## src/rtl/core/sbhs_pkg.sv

```systemverilog
// Package: beat types, protocol codes and constants for the bootloader host sequencer.
`default_nettype none
package sbhs_pkg;

    localparam int MaxBlockDefault = 256;
    localparam int MaxRes          = 5;
    localparam int CfgIdxW         = 2;
    localparam int CfgDataW        = 4;

    typedef struct packed {
        logic [1:0]  action;
        logic [2:0]  op;
        logic [31:0] address;
        logic [8:0]  length;
        logic [7:0]  byte_in;
    } t_in_item;

    typedef struct packed {
        logic [1:0] kind;
        logic [7:0] byte_out;
        logic [2:0] status;
        logic       last;
    } t_out_item;

    // input actions
    localparam logic [1:0] ACT_START = 2'd0;
    localparam logic [1:0] ACT_RX    = 2'd1;
    localparam logic [1:0] ACT_TMO   = 2'd2;
    localparam logic [1:0] ACT_PAY   = 2'd3;

    // operations; OP_EXT_ERASE is internal only
    localparam logic [2:0] OP_SYNC      = 3'd0;
    localparam logic [2:0] OP_READ      = 3'd1;
    localparam logic [2:0] OP_WRITE     = 3'd2;
    localparam logic [2:0] OP_GO        = 3'd3;
    localparam logic [2:0] OP_ERASE     = 3'd4;
    localparam logic [2:0] OP_EXT_ERASE = 3'd5;

    // result kinds
    localparam logic [1:0] KIND_TX     = 2'd0;
    localparam logic [1:0] KIND_DATA   = 2'd1;
    localparam logic [1:0] KIND_STATUS = 2'd2;

    // completion status
    localparam logic [2:0] ST_OK      = 3'd0;
    localparam logic [2:0] ST_NACK    = 3'd1;
    localparam logic [2:0] ST_TIMEOUT = 3'd2;
    localparam logic [2:0] ST_BAD     = 3'd3;
    localparam logic [2:0] ST_NOSYNC  = 3'd4;

    // configuration register indexes
    localparam logic [CfgIdxW-1:0] CFG_EXT_ERASE = CfgIdxW'(0);
    localparam logic [CfgIdxW-1:0] CFG_SYNC_TRY  = CfgIdxW'(1);

    // protocol bytes
    localparam logic [7:0] B_ACK       = 8'h79;
    localparam logic [7:0] B_NACK      = 8'h1F;
    localparam logic [7:0] B_SYNC      = 8'h7F;
    localparam logic [7:0] B_READ      = 8'h11;
    localparam logic [7:0] B_WRITE     = 8'h31;
    localparam logic [7:0] B_GO        = 8'h21;
    localparam logic [7:0] B_ERASE     = 8'h43;
    localparam logic [7:0] B_EXT_ERASE = 8'h44;
    localparam logic [7:0] B_FF        = 8'hFF;
    localparam logic [7:0] B_00        = 8'h00;

    localparam logic [3:0] SYNC_TRY_RST = 4'd4;

    function automatic t_out_item mk_res(input logic [1:0] kind, input logic [7:0] b,
                                         input logic [2:0] st);
        t_out_item r;
        r.kind     = kind;
        r.byte_out = b;
        r.status   = st;
        r.last     = 1'b0;
        return r;
    endfunction

endpackage
`default_nettype wire

```

## src/rtl/core/serial_bootloader_host_sequencer.sv

```systemverilog
// Host sequencer for a UART bootloader command exchange (sync, read, write, go, erase).
//
// Channels: an input beat is a start request, a byte received from the target, a receive
// timeout or a write payload byte. Each input beat yields zero to five result beats:
// bytes to transmit, read data bytes and one completion status per operation; the final
// result beat of an input beat carries last. A config write port (valid/ready, always
// ready) sets extended erase and the sync attempt budget; write it only while idle.
// Results of a taken input beat pass from the input register to the result burst buffer
// and then the output register. Throughput: one input per cycle for inputs that yield at
// most one result while the receiver is ready; an input yielding more holds the burst
// buffer until its beats drain, one per cycle while the receiver is ready, and the input
// register holds the next beat meanwhile. Reset (synchronous, active low) returns the protocol
// to idle, clears protocol state and valid flags and sets standard erase and four sync attempts.
// A stalled receiver holds the output register; the burst buffer and then the input
// register fill and the input side deasserts ready. No beat is dropped.
`default_nettype none
module serial_bootloader_host_sequencer #(
    parameter int MAX_BLOCK = sbhs_pkg::MaxBlockDefault
) (
    input  wire                                   i_clk,
    input  wire                                   i_rst_n,
    input  wire                                   i_in_valid,
    output logic                                  o_in_ready,
    input  wire  sbhs_pkg::t_in_item              i_in_item,
    output logic                                  o_out_valid,
    input  wire                                   i_out_ready,
    output sbhs_pkg::t_out_item                   o_out_item,
    input  wire                                   i_cfg_valid,
    output logic                                  o_cfg_ready,
    input  wire  [sbhs_pkg::CfgIdxW-1:0]          i_cfg_index,
    input  wire  [sbhs_pkg::CfgDataW-1:0]         i_cfg_data
);
    import sbhs_pkg::*;

    localparam logic [3:0] PH_IDLE  = 4'd0;
    localparam logic [3:0] PH_SYNC  = 4'd1;
    localparam logic [3:0] PH_CMD   = 4'd2;
    localparam logic [3:0] PH_ADDR  = 4'd3;
    localparam logic [3:0] PH_RLEN  = 4'd4;
    localparam logic [3:0] PH_RDATA = 4'd5;
    localparam logic [3:0] PH_WDATA = 4'd6;
    localparam logic [3:0] PH_WACK  = 4'd7;
    localparam logic [3:0] PH_EACK  = 4'd8;

    localparam logic [8:0] MaxLen = 9'(MAX_BLOCK);

    // config
    logic       r_ext_erase;
    logic [3:0] r_sync_try;

    // protocol state
    logic [3:0]  r_phase,    n_phase;
    logic [2:0]  r_cur_op,   n_cur_op;
    logic [31:0] r_addr,     n_addr;
    logic [8:0]  r_len,      n_len;
    logic [8:0]  r_bcnt,     n_bcnt;
    logic [7:0]  r_cks,      n_cks;
    logic [3:0]  r_tries,    n_tries;

    // pipeline
    logic      r_in_valid;
    t_in_item  r_in;
    t_out_item r_bst [MaxRes];
    logic [2:0] r_left;
    logic      r_out_valid;
    t_out_item r_out;

    t_out_item res [MaxRes];
    logic [2:0] cnt;
    logic      out_free, pop, burst_free, proc;

    logic [7:0] a3, a2, a1, a0, lm1, b;
    logic [8:0] bcnt_inc;
    logic       len_ok;

    assign out_free   = !r_out_valid || i_out_ready;
    assign pop        = (r_left != 3'd0) && out_free;
    assign burst_free = (r_left == 3'd0) || ((r_left == 3'd1) && pop);
    assign proc       = r_in_valid && burst_free;

    assign o_in_ready  = !r_in_valid || proc;
    assign o_cfg_ready = 1'b1;
    assign o_out_valid = r_out_valid;
    assign o_out_item  = r_out;

    assign a3       = r_addr[31:24];
    assign a2       = r_addr[23:16];
    assign a1       = r_addr[15:8];
    assign a0       = r_addr[7:0];
    assign lm1      = 8'(r_len - 9'd1);
    assign b        = r_in.byte_in;
    assign bcnt_inc = r_bcnt + 9'd1;
    assign len_ok   = (r_in.length != 9'd0) && (r_in.length <= MaxLen);

    always_comb begin
        n_phase  = r_phase;
        n_cur_op = r_cur_op;
        n_addr   = r_addr;
        n_len    = r_len;
        n_bcnt   = r_bcnt;
        n_cks    = r_cks;
        n_tries  = r_tries;
        cnt      = 3'd0;
        for (int i = 0; i < MaxRes; i++) begin
            res[i] = '0;
        end

        case (r_in.action)
            ACT_START: begin
                if (r_phase != PH_IDLE) begin
                    res[0] = mk_res(KIND_STATUS, B_00, ST_BAD);
                    cnt    = 3'd1;
                end else begin
                    case (r_in.op)
                        OP_SYNC: begin
                            n_cur_op = OP_SYNC;
                            n_tries  = (r_sync_try != 4'd0) ? r_sync_try - 4'd1 : 4'd0;
                            n_phase  = PH_SYNC;
                            res[0]   = mk_res(KIND_TX, B_SYNC, ST_OK);
                            cnt      = 3'd1;
                        end
                        OP_READ, OP_WRITE: begin
                            if (!len_ok || ((r_in.op == OP_WRITE) &&
                                            (r_in.length[1:0] != 2'b00))) begin
                                res[0] = mk_res(KIND_STATUS, B_00, ST_BAD);
                                cnt    = 3'd1;
                            end else begin
                                n_cur_op = r_in.op;
                                n_addr   = r_in.address;
                                n_len    = r_in.length;
                                n_phase  = PH_CMD;
                                if (r_in.op == OP_READ) begin
                                    res[0] = mk_res(KIND_TX, B_READ, ST_OK);
                                    res[1] = mk_res(KIND_TX, ~B_READ, ST_OK);
                                end else begin
                                    res[0] = mk_res(KIND_TX, B_WRITE, ST_OK);
                                    res[1] = mk_res(KIND_TX, ~B_WRITE, ST_OK);
                                end
                                cnt = 3'd2;
                            end
                        end
                        OP_GO: begin
                            n_cur_op = OP_GO;
                            n_addr   = r_in.address;
                            n_phase  = PH_CMD;
                            res[0]   = mk_res(KIND_TX, B_GO, ST_OK);
                            res[1]   = mk_res(KIND_TX, ~B_GO, ST_OK);
                            cnt      = 3'd2;
                        end
                        OP_ERASE: begin
                            n_phase = PH_CMD;
                            if (r_ext_erase) begin
                                n_cur_op = OP_EXT_ERASE;
                                res[0]   = mk_res(KIND_TX, B_EXT_ERASE, ST_OK);
                                res[1]   = mk_res(KIND_TX, ~B_EXT_ERASE, ST_OK);
                            end else begin
                                n_cur_op = OP_ERASE;
                                res[0]   = mk_res(KIND_TX, B_ERASE, ST_OK);
                                res[1]   = mk_res(KIND_TX, ~B_ERASE, ST_OK);
                            end
                            cnt = 3'd2;
                        end
                        default: begin
                            res[0] = mk_res(KIND_STATUS, B_00, ST_BAD);
                            cnt    = 3'd1;
                        end
                    endcase
                end
            end
            ACT_RX, ACT_TMO: begin
                if (r_phase == PH_SYNC) begin
                    if ((r_in.action == ACT_RX) && ((b == B_ACK) || (b == B_NACK))) begin
                        n_phase = PH_IDLE;
                        res[0]  = mk_res(KIND_STATUS, B_00, ST_OK);
                    end else if (r_tries != 4'd0) begin
                        n_tries = r_tries - 4'd1;
                        res[0]  = mk_res(KIND_TX, B_SYNC, ST_OK);
                    end else begin
                        n_phase = PH_IDLE;
                        res[0]  = mk_res(KIND_STATUS, B_00, ST_NOSYNC);
                    end
                    cnt = 3'd1;
                end else if ((r_phase == PH_RDATA) && (r_in.action == ACT_RX)) begin
                    res[0] = mk_res(KIND_DATA, b, ST_OK);
                    cnt    = 3'd1;
                    n_bcnt = bcnt_inc;
                    if (bcnt_inc >= r_len) begin
                        n_phase = PH_IDLE;
                        res[1]  = mk_res(KIND_STATUS, B_00, ST_OK);
                        cnt     = 3'd2;
                    end
                end else if ((r_phase != PH_IDLE) && (r_phase != PH_WDATA)) begin
                    if (r_in.action == ACT_TMO) begin
                        n_phase = PH_IDLE;
                        res[0]  = mk_res(KIND_STATUS, B_00, ST_TIMEOUT);
                        cnt     = 3'd1;
                    end else if (b != B_ACK) begin
                        n_phase = PH_IDLE;
                        res[0]  = mk_res(KIND_STATUS, B_00, ST_NACK);
                        cnt     = 3'd1;
                    end else begin
                        case (r_phase)
                            PH_CMD: begin
                                if (r_cur_op == OP_ERASE) begin
                                    res[0]  = mk_res(KIND_TX, B_FF, ST_OK);
                                    res[1]  = mk_res(KIND_TX, B_00, ST_OK);
                                    cnt     = 3'd2;
                                    n_phase = PH_EACK;
                                end else if (r_cur_op == OP_EXT_ERASE) begin
                                    res[0]  = mk_res(KIND_TX, B_FF, ST_OK);
                                    res[1]  = mk_res(KIND_TX, B_FF, ST_OK);
                                    res[2]  = mk_res(KIND_TX, B_00, ST_OK);
                                    cnt     = 3'd3;
                                    n_phase = PH_EACK;
                                end else begin
                                    res[0]  = mk_res(KIND_TX, a3, ST_OK);
                                    res[1]  = mk_res(KIND_TX, a2, ST_OK);
                                    res[2]  = mk_res(KIND_TX, a1, ST_OK);
                                    res[3]  = mk_res(KIND_TX, a0, ST_OK);
                                    res[4]  = mk_res(KIND_TX, a3 ^ a2 ^ a1 ^ a0, ST_OK);
                                    cnt     = 3'd5;
                                    n_phase = PH_ADDR;
                                end
                            end
                            PH_ADDR: begin
                                if (r_cur_op == OP_READ) begin
                                    res[0]  = mk_res(KIND_TX, lm1, ST_OK);
                                    res[1]  = mk_res(KIND_TX, ~lm1, ST_OK);
                                    cnt     = 3'd2;
                                    n_phase = PH_RLEN;
                                end else if (r_cur_op == OP_WRITE) begin
                                    n_cks   = lm1;
                                    n_bcnt  = 9'd0;
                                    n_phase = PH_WDATA;
                                    res[0]  = mk_res(KIND_TX, lm1, ST_OK);
                                    cnt     = 3'd1;
                                end else begin
                                    n_phase = PH_IDLE;
                                    res[0]  = mk_res(KIND_STATUS, B_00, ST_OK);
                                    cnt     = 3'd1;
                                end
                            end
                            PH_RLEN: begin
                                n_bcnt  = 9'd0;
                                n_phase = PH_RDATA;
                            end
                            default: begin
                                n_phase = PH_IDLE;
                                res[0]  = mk_res(KIND_STATUS, B_00, ST_OK);
                                cnt     = 3'd1;
                            end
                        endcase
                    end
                end
            end
            ACT_PAY: begin
                if (r_phase == PH_WDATA) begin
                    res[0] = mk_res(KIND_TX, b, ST_OK);
                    cnt    = 3'd1;
                    n_cks  = r_cks ^ b;
                    n_bcnt = bcnt_inc;
                    if (bcnt_inc >= r_len) begin
                        res[1]  = mk_res(KIND_TX, r_cks ^ b, ST_OK);
                        cnt     = 3'd2;
                        n_phase = PH_WACK;
                    end
                end
            end
            default: begin
                cnt = 3'd0;
            end
        endcase

        for (int i = 0; i < MaxRes; i++) begin
            res[i].last = (3'(i) == (cnt - 3'd1));
        end
    end

    always_ff @(posedge i_clk) begin
        if (!i_rst_n) begin
            r_ext_erase <= 1'b0;
            r_sync_try  <= SYNC_TRY_RST;
        end else if (i_cfg_valid) begin
            if (i_cfg_index == CFG_EXT_ERASE) begin
                r_ext_erase <= i_cfg_data[0];
            end else if (i_cfg_index == CFG_SYNC_TRY) begin
                r_sync_try <= i_cfg_data[3:0];
            end
        end
    end

    always_ff @(posedge i_clk) begin
        if (!i_rst_n) begin
            r_phase  <= PH_IDLE;
            r_cur_op <= OP_SYNC;
            r_addr   <= '0;
            r_len    <= '0;
            r_bcnt   <= '0;
            r_cks    <= '0;
            r_tries  <= '0;
        end else if (proc) begin
            r_phase  <= n_phase;
            r_cur_op <= n_cur_op;
            r_addr   <= n_addr;
            r_len    <= n_len;
            r_bcnt   <= n_bcnt;
            r_cks    <= n_cks;
            r_tries  <= n_tries;
        end
    end

    // input register
    always_ff @(posedge i_clk) begin
        if (!i_rst_n) begin
            r_in_valid <= 1'b0;
        end else if (o_in_ready) begin
            r_in_valid <= i_in_valid;
        end
    end

    always_ff @(posedge i_clk) begin
        if (o_in_ready && i_in_valid) begin
            r_in <= i_in_item;
        end
    end

    // result burst: loaded whole, drained from the head
    always_ff @(posedge i_clk) begin
        if (!i_rst_n) begin
            r_left <= 3'd0;
        end else if (proc) begin
            r_left <= cnt;
        end else if (pop) begin
            r_left <= r_left - 3'd1;
        end
    end

    always_ff @(posedge i_clk) begin
        if (proc) begin
            for (int i = 0; i < MaxRes; i++) begin
                r_bst[i] <= res[i];
            end
        end else if (pop) begin
            for (int i = 0; i < MaxRes - 1; i++) begin
                r_bst[i] <= r_bst[i+1];
            end
        end
    end

    // output register
    always_ff @(posedge i_clk) begin
        if (!i_rst_n) begin
            r_out_valid <= 1'b0;
        end else if (out_free) begin
            r_out_valid <= pop;
        end
    end

    always_ff @(posedge i_clk) begin
        if (pop) begin
            r_out <= r_bst[0];
        end
    end

    a_left_range: assert property (@(posedge i_clk) disable iff (!i_rst_n)
        r_left <= 3'(MaxRes))
        else $error("burst count exceeds result limit");

    a_final_last: assert property (@(posedge i_clk) disable iff (!i_rst_n)
        (pop && (r_left == 3'd1)) |-> r_bst[0].last)
        else $error("final beat of a burst lacks last");

    a_mid_not_last: assert property (@(posedge i_clk) disable iff (!i_rst_n)
        (pop && (r_left > 3'd1)) |-> !r_bst[0].last)
        else $error("last flagged before end of burst");

    a_wdata_op: assert property (@(posedge i_clk) disable iff (!i_rst_n)
        (r_phase == PH_WDATA) |-> (r_cur_op == OP_WRITE))
        else $error("payload phase outside a write");

    a_rdata_op: assert property (@(posedge i_clk) disable iff (!i_rst_n)
        ((r_phase == PH_RDATA) || (r_phase == PH_RLEN)) |-> (r_cur_op == OP_READ))
        else $error("read data phase outside a read");

endmodule
`default_nettype wire
```

## config.mk

```make
export PLATFORM = sky130hd
export DESIGN_NAME = serial_bootloader_host_sequencer
export DESIGN_NICKNAME = d
export VERILOG_FILES = /design/src/rtl/core/sbhs_pkg.sv /design/src/rtl/core/serial_bootloader_host_sequencer.sv
export SDC_FILE = /design/constraint.sdc
export NUM_CORES = 1
export LEC_CHECK = 0
export BUFFER_PORTS_ARGS = -buffer_cell sky130_fd_sc_hd__buf_2
export CORE_UTILIZATION = 60
export CTS_CLUSTER_DIAMETER = 200
export DETAILED_ROUTE_END_ITERATION = 16
export GPL_TIMING_DRIVEN = 1
export PLACE_DENSITY_LB_ADDON = 0.12
export SLEW_MARGIN = 15
export SYNTH_ARGS = -nofsm -noshare
export SYNTH_HDL_FRONTEND = slang
export SYNTH_SLANG_ARGS = --single-unit
```

## constraint.sdc

```tcl
create_clock -name i_clk -period 4.17 [get_ports i_clk]
set_input_delay 0.6255 -clock i_clk [delete_from_list [all_inputs] [get_ports i_clk]]
set_output_delay 0.6255 -clock i_clk [all_outputs]
set_load 0.03 [all_outputs]
```

==> results.md <==
- Pwr/cell area: 544 nW/um^2
- Total setup buffers inserted after CTS: 0
- First-iteration detailed-routing DRC count: about 970
- Post-synthesis net count: 1,093
- Critical Path Start: r_bcnt[0]
- Ant. Diodes: 0
- Critical Setup Path Class: register to register
- IO Port Bufs: 80
- TritonCTS clock tree: done
- Number of resized instances in the post-cts repair step: 0
- Cell taking the most area after synthesis: edfxtp_1
- Destination of the worst hold path: r_in[40]
- Crit-path max cell delay: about 0.55 ns
- Via count of the routed design: 7,929
- Met2 track utilization from global routing: 0.474
- P_leak: 4.16 nW
- Root buffer selected by CTS: clkbuf_16
- Area overhead of the layout relative to synthesis: 11.8%
- Hold slack final: between 0.3 and 0.4 ns
- Register clock-pin slew on the reported worst setup and hold paths: 0.08 ns
- Max-capacitance violation count: 0
- Avg Synthesized Cell Area: 10.0 sq um
- R2R cell count: 12
- Area of the die: approximately 17,000 sq um
- Number of distinct library cells after synthesis: 86
- Per-cell routed wire length: 19.1 microns
- Share of synthesized flip-flops with an asynchronous set or reset: 0
- Initial antenna violation count: 0
- Synth area leaders: edfxtp_1 (35%), dfxtp_1 (16%), nand2_1 (6.5%), mux2i_1 (5.0%), xnor2_1 (3.9%)
- Number of cells produced by synthesis: between 1,000 and 1,500
- CP required: around 4.4 ns
- Initial core utilization: 0.611
- Worst hold path class: input pin to register
- Number of nets in the layout: ~1,200
- Most common cell after layout, fill and taps aside: nand2_1
- Met3 GRT Util: 0.0458
- Worst setup EP type: register
- Width of the die: 132 microns
- Tot Pwr: ~0.0061 W
- Router iterations before antenna repair: 6
- Sum of routed wire length over all layers: 24,800 microns
- Number of buffers added by the clock tree synthesis step: 17
- Shortest period the worst path allows: 3.56 ns
- Detail Placement HPWL: 17,800 microns
- Register area: 5150 sq um
- Maximum net fanout on the critical path: 8
- Achievable Freq: 0.281 GHz
- Most frequently used flop master after synthesis: edfxtp_1
- Warnings, synthesis: 0
- Sequential cell area fraction in the yosys report: 0.510
- Cell type with the highest occurrence count on the critical path: ha_1
- Setup Total Neg Slack: 0 ns
- Commonest cells after routing, fill and taps aside: nand2_1 (174), edfxtp_1 (119), buf_2 (79), dfxtp_1 (79), nor2_1 (56)
- Routing usage on met1: 0.406
- Startpoint Class: register
- Core area: 16,500 sq um
- Antenna violation net count after detailed routing: 0
- Number of filler instances in the final layout: 1,284
- Worst Skew: 0.0156 ns
- Crit path buf inv count: 0
- Source of the worst hold timing path: i_in_item[40]
- Crit Reg-Reg Endpoint: r_bst[1][10]
- DRC violations left: 0
- Slowest-stage cell, CP: a41oi_1
- Area used by multi-input combinational logic: 4600 sq um
- Crit. path cell count: 12
- Ports placed on the boundary: 82
- Cell family with most CP delay: compound AO/OA/AOI/OAI gates
- Number of synthesized register bits: 198
- Clk buf depth: 2
- Worst ir drop on vdd: 0.000869 V
- Share of final-layout standard cells stronger than drive strength 1: 0.142
- Min-Delay Path Depth: 1
- Headroom to the max-slew limit: 0.305
- Final setup violation count: 0
- Vias in the first global route: 7,285
- Overall die height: about 130 microns
- Worst reg2reg startpoint: r_bcnt[0]
- List of cells traversed by the critical path: ha_1, and3_1, nand3_1, nor2_1, xor2_1, ha_1, a21oi_1, o21ai_0, a41oi_1, a21o_1, o22ai_1, a221o_1
- Clock latency of the later-clocked register in the worst-skew pair: approximately 0.44 ns
- Congestion Overflow GR: 0
- Fraction of the cycle the final worst path needs: 0.853
- Transition time at the pin with the least slew margin: 1.04 ns
- Flop-to-flop setup slack: slightly above 0.6 ns
- Unrepaired setup endpoints after global routing: false
- Result of the run: complete, no violations
- First-pass GRT wire length: 39,500 microns
- Count of final hold-check violations: 0
- Via-per-instance ratio: 6.09
- Final estimated routing congestion in global placement: 0.970
- Num Clock Sinks: 198
- Fraction of post-synthesis cell area in the top cell type by area: 0.354
- Data arrival time of the worst path: 3.74 ns
- GR peak layer: met2
- Fin. max-slew vios: 0
- Overall global routing resource usage: 0.293
- Maximum number of pins on one net before global-route repair: 82
- Count of flip-flops with a built-in enable after synthesis: 119
- Htree depth: 4
- Total standard cell area after synthesis: 10,100 sq um
- Core Rows: 47
- CTS hold repair buffers: 0
cells by family (layout without fill, tap and decap cells):
family	count (synthesis)	count (layout)	synth area share
fa+ha+maj	19	19	0.0235
compound gates	217	217	0.146
xor+xnor	49	49	0.0425
other cells	1	1	0.000371
mux	51	51	0.0507
buf+inv	85	157	0.0362
simple gates	389	389	0.191
flops	198	198	0.510
how the worst max path moves through the flow:
stage,end
4_1_cts,r_bst[1][10]
6_report,r_bst[1][10]
3_5_place_dp,r_bst[1][4]
3_3_place_gp,r_bst[1][8]
5_1_grt,r_bst[0][0]
2_1_floorplan,b[0]
per-layer routing:
metal | vias to the layer above | wire, microns
li1 | 3770 | -
met1 | 3783 | 11000
met2 | 339 | 11700
met3 | 37 | 1620
met4 | 0 | 493
met5 | - | 0
power by group:
part / internal (W) / switching [W]
clock: 0.000829 / 0.000852
sequential: 0.00269 / 0.000185
combinational: 0.000483 / 0.00110
stage by stage:
stage                     area, sq um  utilization  std cells  worst slack (ns)
after floorplan                 10100            -       1009             0.697
after global placement          10700        0.646       1269             0.804
after detailed placement        10700        0.646       1269             0.700
after CTS                       11300        0.683       1301             0.671
after global routing            11300        0.683       1301             0.372
final                           11300        0.683       1301             0.613
state kept, by name, indices dropped and copies added, names as in the netlist:
name and cells:
r_bst 51, r_in 46, r_addr 32, o_out_item 14, r_bcnt 9, r_len 9, b 8, r_cks 8
r_phase 4, r_sync_try 4, r_tries 4, r_cur_op 3, r_left 3, o_out_valid 1, r_ext_erase 1, r_in_valid 1
area by class of cell:
class / count / share of cell area
sequential: 198 / 0.456
clock inverter: 15 / 0.0168
timing repair buffer: 96 / 0.0474
clock buffer: 17 / 0.0377
tap: 220 / 0.0244
multi-input combinational: 726 / 0.408
inverter: 29 / 0.00964
Yosys cell counts (20+ instances only):
cell type  instances
a21oi_1           49
clkbuf_1          39
dfxtp_1           79
edfxtp_1         119
inv_1             26
mux2i_1           50
nand2_1          174
nand3_1           35
nor2_1            56
nor2b_1           29
o21ai_0           43
o22ai_1           20
xnor2_1           45
Power figures use the tool's default switching activity.
